<file path="config.mk">
export PLATFORM = sky130hd
export DESIGN_NAME = section_rva_to_file_offset
export DESIGN_NICKNAME = d
export VERILOG_FILES = /design/src/hw/rtl/srtfo_pkg.sv /design/src/hw/rtl/section_rva_to_file_offset.sv
export SDC_FILE = /design/constraint.sdc
export NUM_CORES = 2
export LEC_CHECK = 0
export ABC_CLOCK_PERIOD_IN_PS = 17850
export BUFFER_PORTS_ARGS = -buffer_cell sky130_fd_sc_hd__buf_2
export CAP_MARGIN = 15
export CORE_MARGIN = 2
export CORE_UTILIZATION = 60
export CTS_CLUSTER_DIAMETER = 30
export DETAILED_ROUTE_END_ITERATION = 8
export PLACE_DENSITY = 0.8
export SKIP_LAST_GASP = 1
export SLEW_MARGIN = 0
export SYNTH_ARGS = -nofsm -noshare
export SYNTH_HDL_FRONTEND = slang
export SYNTH_SLANG_ARGS = --single-unit
</file>
<file path="constraint.sdc">
create_clock -name i_clk -period 17.85 [get_ports i_clk]
set_input_delay 2.6775 -clock i_clk [delete_from_list [all_inputs] [get_ports i_clk]]
set_output_delay 2.6775 -clock i_clk [all_outputs]
set_load 0.005 [all_outputs]
</file>
<file path="src/hw/rtl/srtfo_pkg.sv">
// Package for the section RVA to file offset translator.
// Holds the transaction structs, command, region and register codes and the state type.
// No dependencies.
`default_nettype none

package srtfo_pkg;

    // One input transaction.
    typedef struct packed {
        logic        command;
        logic [3:0]  slot;
        logic [31:0] section_virtual_start;
        logic [31:0] section_raw_size;
        logic [31:0] section_raw_pointer;
        logic [31:0] rva;
        logic [63:0] add_position;
    } t_in_item;

    // One result transaction.
    typedef struct packed {
        logic [63:0] raw_offset;
        logic [1:0]  region;
        logic        cache_hit;
    } t_out_item;

    // One entry of the section table.
    typedef struct packed {
        logic [31:0] virtual_start;
        logic [31:0] raw_size;
        logic [31:0] raw_pointer;
    } t_slot;

    localparam logic       CMD_LOAD      = 1'b0;
    localparam logic       CMD_TRANSLATE = 1'b1;

    localparam logic [1:0] REGION_HEADER    = 2'd0;
    localparam logic [1:0] REGION_SECTION   = 2'd1;
    localparam logic [1:0] REGION_NOT_FOUND = 2'd2;

    localparam logic       CFG_HEADER_SIZE   = 1'b0;
    localparam logic       CFG_SECTION_COUNT = 1'b1;

    typedef enum logic [1:0] {
        S_IDLE,
        S_CHECK,
        S_SEARCH,
        S_DONE
    } t_state;

endpackage

`default_nettype wire

</file>
<file path="src/hw/rtl/section_rva_to_file_offset.sv">
// Section RVA to file offset translator, top level.
// Depends on srtfo_pkg for the transaction structs, codes and state type.
//
// Channel   Direction  Handshake                 Payload
// in        input      i_in_valid / o_in_stall   i_in_data  (t_in_item)
// out       output     o_out_valid / i_out_stall o_out_data (t_out_item)
// cfg       input      i_cfg_we                  i_cfg_idx, i_cfg_data
//
// A load writes the table when accepted. A translate goes from S_CHECK to S_DONE when the
// header area or the cached window answers; when the section table is searched, S_SEARCH
// covers up to section_count slots (at most SECTION_SLOTS), one slot read from the table
// memory per cycle. Synchronous reset clears the control, configuration and output valid
// registers and the cached window; the section table is not cleared. A result waits in the
// output register while the consumer stalls, and the next transaction is taken meanwhile.
`default_nettype none

module section_rva_to_file_offset
    import srtfo_pkg::*;
#(
    parameter int SECTION_SLOTS = 16
) (
    input  wire logic        i_clk,
    input  wire logic        i_rst_n,
    input  wire logic        i_in_valid,
    output logic             o_in_stall,
    input  wire t_in_item    i_in_data,
    output logic             o_out_valid,
    input  wire logic        i_out_stall,
    output t_out_item        o_out_data,
    input  wire logic        i_cfg_we,
    input  wire logic        i_cfg_idx,
    input  wire logic [31:0] i_cfg_data
);

    localparam int AW = (SECTION_SLOTS > 1) ? $clog2(SECTION_SLOTS) : 1;
    localparam int CW = $clog2(SECTION_SLOTS + 1);

    // Section table memory, synchronous read.
    t_slot r_mem [SECTION_SLOTS];
    t_slot r_rd_data;

    t_state r_state, n_state;

    logic [31:0] r_header_size;
    logic [4:0]  r_section_count;

    // Cached window: start, end and pointer minus start.
    logic [31:0] r_win_start;
    logic [32:0] r_win_end;
    logic [32:0] r_win_delta;

    logic [31:0] r_rva;
    logic [63:0] r_base;
    logic [1:0]  r_region;
    logic        r_hit;

    logic [CW-1:0] r_idx;
    logic          r_rd_valid;
    logic          r_rd_last;

    logic        r_out_valid;
    t_out_item   r_out_data;

    logic          w_in_accept;
    logic          w_issue;
    logic          w_out_load;
    logic [CW-1:0] w_lim;
    logic          w_header;
    logic          w_cache_hit;
    logic [32:0]   w_slot_end;
    logic          w_match;

    assign w_in_accept = i_in_valid && !o_in_stall;

    // Slots searched: section_count saturated at the table depth.
    assign w_lim = (32'(r_section_count) > SECTION_SLOTS) ? CW'(SECTION_SLOTS)
                                                            : CW'(r_section_count);

    assign w_header    = r_rva < r_header_size;
    assign w_cache_hit = (r_rva >= r_win_start) && ({1'b0, r_rva} < r_win_end);
    assign w_slot_end  = {1'b0, r_rd_data.virtual_start} + {1'b0, r_rd_data.raw_size};
    assign w_match     = r_rd_valid && (r_rva >= r_rd_data.virtual_start)
                         && ({1'b0, r_rva} < w_slot_end);

    // Next state.
    always_comb begin
        n_state = r_state;
        case (r_state)
            S_IDLE: begin
                if (w_in_accept && i_in_data.command == CMD_TRANSLATE) begin
                    n_state = S_CHECK;
                end
            end
            S_CHECK: begin
                if (w_header || w_cache_hit || w_lim == '0) begin
                    n_state = S_DONE;
                end else begin
                    n_state = S_SEARCH;
                end
            end
            S_SEARCH: begin
                if (w_match || (r_rd_valid && r_rd_last)) begin
                    n_state = S_DONE;
                end
            end
            S_DONE: begin
                if (w_out_load) begin
                    n_state = S_IDLE;
                end
            end
            default: n_state = S_IDLE;
        endcase
    end

    // State outputs.
    always_comb begin
        o_in_stall = 1'b1;
        w_issue    = 1'b0;
        w_out_load = 1'b0;
        case (r_state)
            S_IDLE:   o_in_stall = 1'b0;
            S_CHECK:  ;
            S_SEARCH: w_issue = r_idx < w_lim;
            S_DONE:   w_out_load = !r_out_valid || !i_out_stall;
            default:  ;
        endcase
    end

    // Table write on a load, read while searching.
    always_ff @(posedge i_clk) begin
        if (w_in_accept && i_in_data.command == CMD_LOAD
                && 32'(i_in_data.slot) < SECTION_SLOTS) begin
            r_mem[AW'(i_in_data.slot)] <= '{
                virtual_start: i_in_data.section_virtual_start,
                raw_size:      i_in_data.section_raw_size,
                raw_pointer:   i_in_data.section_raw_pointer
            };
        end
        if (w_issue) begin
            r_rd_data <= r_mem[r_idx[AW-1:0]];
        end
    end

    // Transaction payload and result fields.
    always_ff @(posedge i_clk) begin
        if (w_in_accept) begin
            r_rva  <= i_in_data.rva;
            r_base <= i_in_data.add_position + 64'(i_in_data.rva);
        end
        if (r_state == S_CHECK) begin
            r_hit    <= 1'b0;
            r_region <= REGION_NOT_FOUND;
            if (w_header) begin
                r_region <= REGION_HEADER;
            end else if (w_cache_hit) begin
                r_region <= REGION_SECTION;
                r_hit    <= 1'b1;
            end
        end else if (r_state == S_SEARCH && w_match) begin
            r_region <= REGION_SECTION;
        end
        if (w_out_load) begin
            r_out_data.raw_offset <= r_base + {{31{r_win_delta[32]}}, r_win_delta};
            r_out_data.region     <= r_region;
            r_out_data.cache_hit  <= r_hit;
        end
    end

    // Control, configuration and cached window.
    always_ff @(posedge i_clk) begin
        if (!i_rst_n) begin
            r_state         <= S_IDLE;
            r_header_size   <= '0;
            r_section_count <= '0;
            r_win_start     <= '0;
            r_win_end       <= '0;
            r_win_delta     <= '0;
            r_idx           <= '0;
            r_rd_valid      <= 1'b0;
            r_rd_last       <= 1'b0;
            r_out_valid     <= 1'b0;
        end else begin
            r_state <= n_state;

            if (i_cfg_we) begin
                case (i_cfg_idx)
                    CFG_HEADER_SIZE:   r_header_size   <= i_cfg_data;
                    CFG_SECTION_COUNT: r_section_count <= i_cfg_data[4:0];
                    default:           ;
                endcase
            end

            if (r_state == S_CHECK) begin
                r_idx      <= '0;
                r_rd_valid <= 1'b0;
                // Everything but a cache hit outside the header leaves the window cleared unless a slot matches.
                if (w_header || !w_cache_hit) begin
                    r_win_start <= '0;
                    r_win_end   <= '0;
                    r_win_delta <= '0;
                end
            end else begin
                r_rd_valid <= w_issue;
                if (w_issue) begin
                    r_idx     <= r_idx + CW'(1);
                    r_rd_last <= (r_idx + CW'(1)) == w_lim;
                end
                if (r_state == S_SEARCH && w_match) begin
                    r_win_start <= r_rd_data.virtual_start;
                    r_win_end   <= w_slot_end;
                    r_win_delta <= {1'b0, r_rd_data.raw_pointer}
                                   - {1'b0, r_rd_data.virtual_start};
                end
            end

            if (w_out_load) begin
                r_out_valid <= 1'b1;
            end else if (!i_out_stall) begin
                r_out_valid <= 1'b0;
            end
        end
    end

    assign o_out_valid = r_out_valid;
    assign o_out_data  = r_out_data;

endmodule

`default_nettype wire

</file>
==> metrics.csv <==
metric,value,unit
number of routed nets with antenna violations,0,
post-synth net total,5370,
worst path required time,18.65,ns
Die X,376.6,microns
setup tns final,0,ns
Post-Syn Area,0.08329,sq mm
Vias per Instance,6.913,
Ports,304,
Max Buffers Root-to-Sink,4,
Syn Inst Count,4804,
Die ar.,0.1418,sq mm
CTS tree,done,
net count reported at finish,5900,
total CTS buffers,350,
clock root buffer master,clkbuf_16,
port bufs,303,
"Seq/Total Area, Yosys",68.31,%
pwr dens,134.2,mW/mm^2
gr usage total,34.93,%
Post-synth EDFFs,1798,
layout cell share with drive strength beyond 1,25.62,%
placed cells,6776,
GP Congestion,0.9346,
final std cells w/o fill,7421,
clock skew,0.08906,ns
cts-stage hold buffer count,0,
"count leader, synth",edfxtp_1,
final setup fails,0,
Worst-Margin Slew,1.152,ns
CP arrival,7.99,ns
RSZ-0062 raised after global routing,no,
slew margin rel.,22.94,%
Leakage,0.03402,uW
clock sinks,1943,
Mapped Avg Cell Area,17.34,sq um
peak supply drop,0.1177,mV
Initial Utilization,60.50,%
CTS HTree Levels,5,
Setup crit start kind,register,
Syn. warnings,0,
largest net degree at the start of global routing,114,
status,completed,
DRC,0,
Layout Area Growth over Synthesis,18.31,%
DP HPWL,130700,microns
kind of critical path,register to register,
vias in the first global route,51700,
via count,51300,
area share of the largest cell type after synthesis,64.83,%
critical-path maximum fanout,86,
ranking of synthesized cells by area,"edfxtp_1 65%, mux4_2 13%, ha_1 4.9%, dfxtp_1 3.5%, a21o_1 1.5%",
"FFs w/ async S/R, synth",0,%
Post-CTS Setup Repair Bufs,0,
Initial DRT Pass Iterations,8,
Core ar.,0.1377,sq mm
CTS resizes,0,
worst skew pair latency,0.96,ns
final WL,246200,microns
FP Rows,136,
Worst-path clk slew,0.06,ns
max cap viols,0,
final-report hold violation count,0,
number of DRC markers in iteration 0,6881,
Hold/Removal Path Class,register to register,
post-layout min period,7.192,ns
Synth area leader,edfxtp_1,
Post-synth top cells,"1798 x edfxtp_1, 480 x mux4_2, 327 x ha_1",
endpoint type of the worst setup path,register,
dominant synthesized flop cell,edfxtp_1,
Netlist cell types,71,
Pins Over Slew Limit,0,
period utilization,40.29,%
DR WL/cell,33.17,microns
Max Freq,139.0,MHz
first-pass GRT wire length,357100,microns
total gr overflow,0,
initial antenna violation count,41,
die span in y,376.6,microns
PnR Total Power,13220,uW
Synth Register Bits,1943,
## cell usage in the layout (no fill, tap or decap), types with 59 or more instances in the layout
cell type | Yosys | routed
xor2_1 | 84 | 84
clkbuf_16 | 0 | 362
inv_1 | 187 | 186
dfxtp_1 | 145 | 141
mux4_2 | 480 | 480
a21o_1 | 169 | 169
a21oi_1 | 237 | 237
nand3_1 | 116 | 116
nor2_1 | 158 | 150
nand2_1 | 232 | 232
buf_4 | 6 | 59
ha_1 | 327 | 327
edfxtp_1 | 1798 | 1798
buf_2 | 6 | 303
xnor2_1 | 93 | 93
o21ai_0 | 123 | 123
## routing by layer
layer	global-route usage (%)	part of all wire, %
met2	55.86	48
met3	8.975	11
met1	44.38	35
met5	0	0.077
met4	18.46	5.6
## path summary, 6_finish.rpt
kind / from / to / slack, ns / depth (start not counted)
setup / recovery: r_rd_data[64] / r_win_end[17] / 10.66 / 22
hold / removal: r_header_size[3] / r_header_size[3] / 0.45 / 2
setup reg to reg: r_rd_data[64] / r_win_end[17] / 10.66 / 22
hold reg to reg: r_header_size[3] / r_header_size[3] / 0.45 / 2
## registers in the layout, summed over array words and instances (netlist names), 5 cells and up
signal / cells
r_mem: 1536
r_rd_data: 96
o_out_data: 67
r_base: 64
r_win_delta: 33
r_win_end: 33
r_header_size: 32
r_rva: 32
r_win_start: 32
r_idx: 5
r_section_count: 5
## cell type report
cell class	instances	area [sq um]
Antenna cell	23	57.56
Clock buffer	416	9351
Clock inverter	206	2112
Fill cell	7617	39120
Inverter	188	708.2
Multi-Input combinational cell	2484	25090
Sequential cell	1943	56910
Tap cell	1794	2245
Timing Repair Buffer	367	2067
## through the flow
| step | area (sq um) | setup slack (ns) | util, % | hold WS (ns) |
|---|---|---|---|---|
| 2_1_floorplan | 83290 | 4.642 | - | 0.4003 |
| 3_3_place_gp | 86990 | 10.88 | 63.19 | 0.4471 |
| 3_5_place_dp | 87020 | 10.81 | 63.21 | 0.4460 |
| 4_1_cts | 98480 | 11.09 | 71.54 | 0.4560 |
| 5_1_grt | 98510 | 10.56 | 71.56 | 0.4778 |
| 6_report | 98540 | 10.66 | 71.58 | 0.4547 |
## logic make-up (layout without fill, tap and decap cells)
| logic type | after synthesis | in the layout | share of synthesized area, % |
|---|---|---|---|
| compound gates | 766 | 766 | 5.945 |
| xor+xnor | 177 | 177 | 1.861 |
| fa+ha+maj | 331 | 331 | 5.009 |
| buf+inv | 377 | 1177 | 1.735 |
| flops | 1943 | 1943 | 68.31 |
| mux | 482 | 482 | 13.01 |
| other cells | 0 | 23 | 0 |
| simple gates | 728 | 728 | 4.133 |
## power breakdown
group	internal, uW	total [uW]	switching (uW)	leakage, uW
clock network	4170	6560	2380	0.00558
logic	508	1350	841	0.0110
registers	5190	5320	130	0.0174
## critical path, cell delays in order (launching register included)
cell and delay, ns:
edfxtp_1 0.49, ha_1 0.26, inv_1 0.08, fa_1 0.42
nor2b_1 0.22, o21a_1 0.18, o21ai_1 0.11, a2111oi_0 1.01
or4_1 0.31, a31o_2 0.18, a21oi_1 0.16, o2111ai_1 0.24
nand2_1 0.13, xor2_1 0.19, ha_1 0.35, o2111ai_1 0.18
o21ai_0 0.26, o211ai_1 0.23, o2111ai_4 0.28, buf_4 0.78
and3_1 0.74, nand2_1 0.12, o21ai_0 0.11
Note: power is estimated with default switching activity, not from simulation.
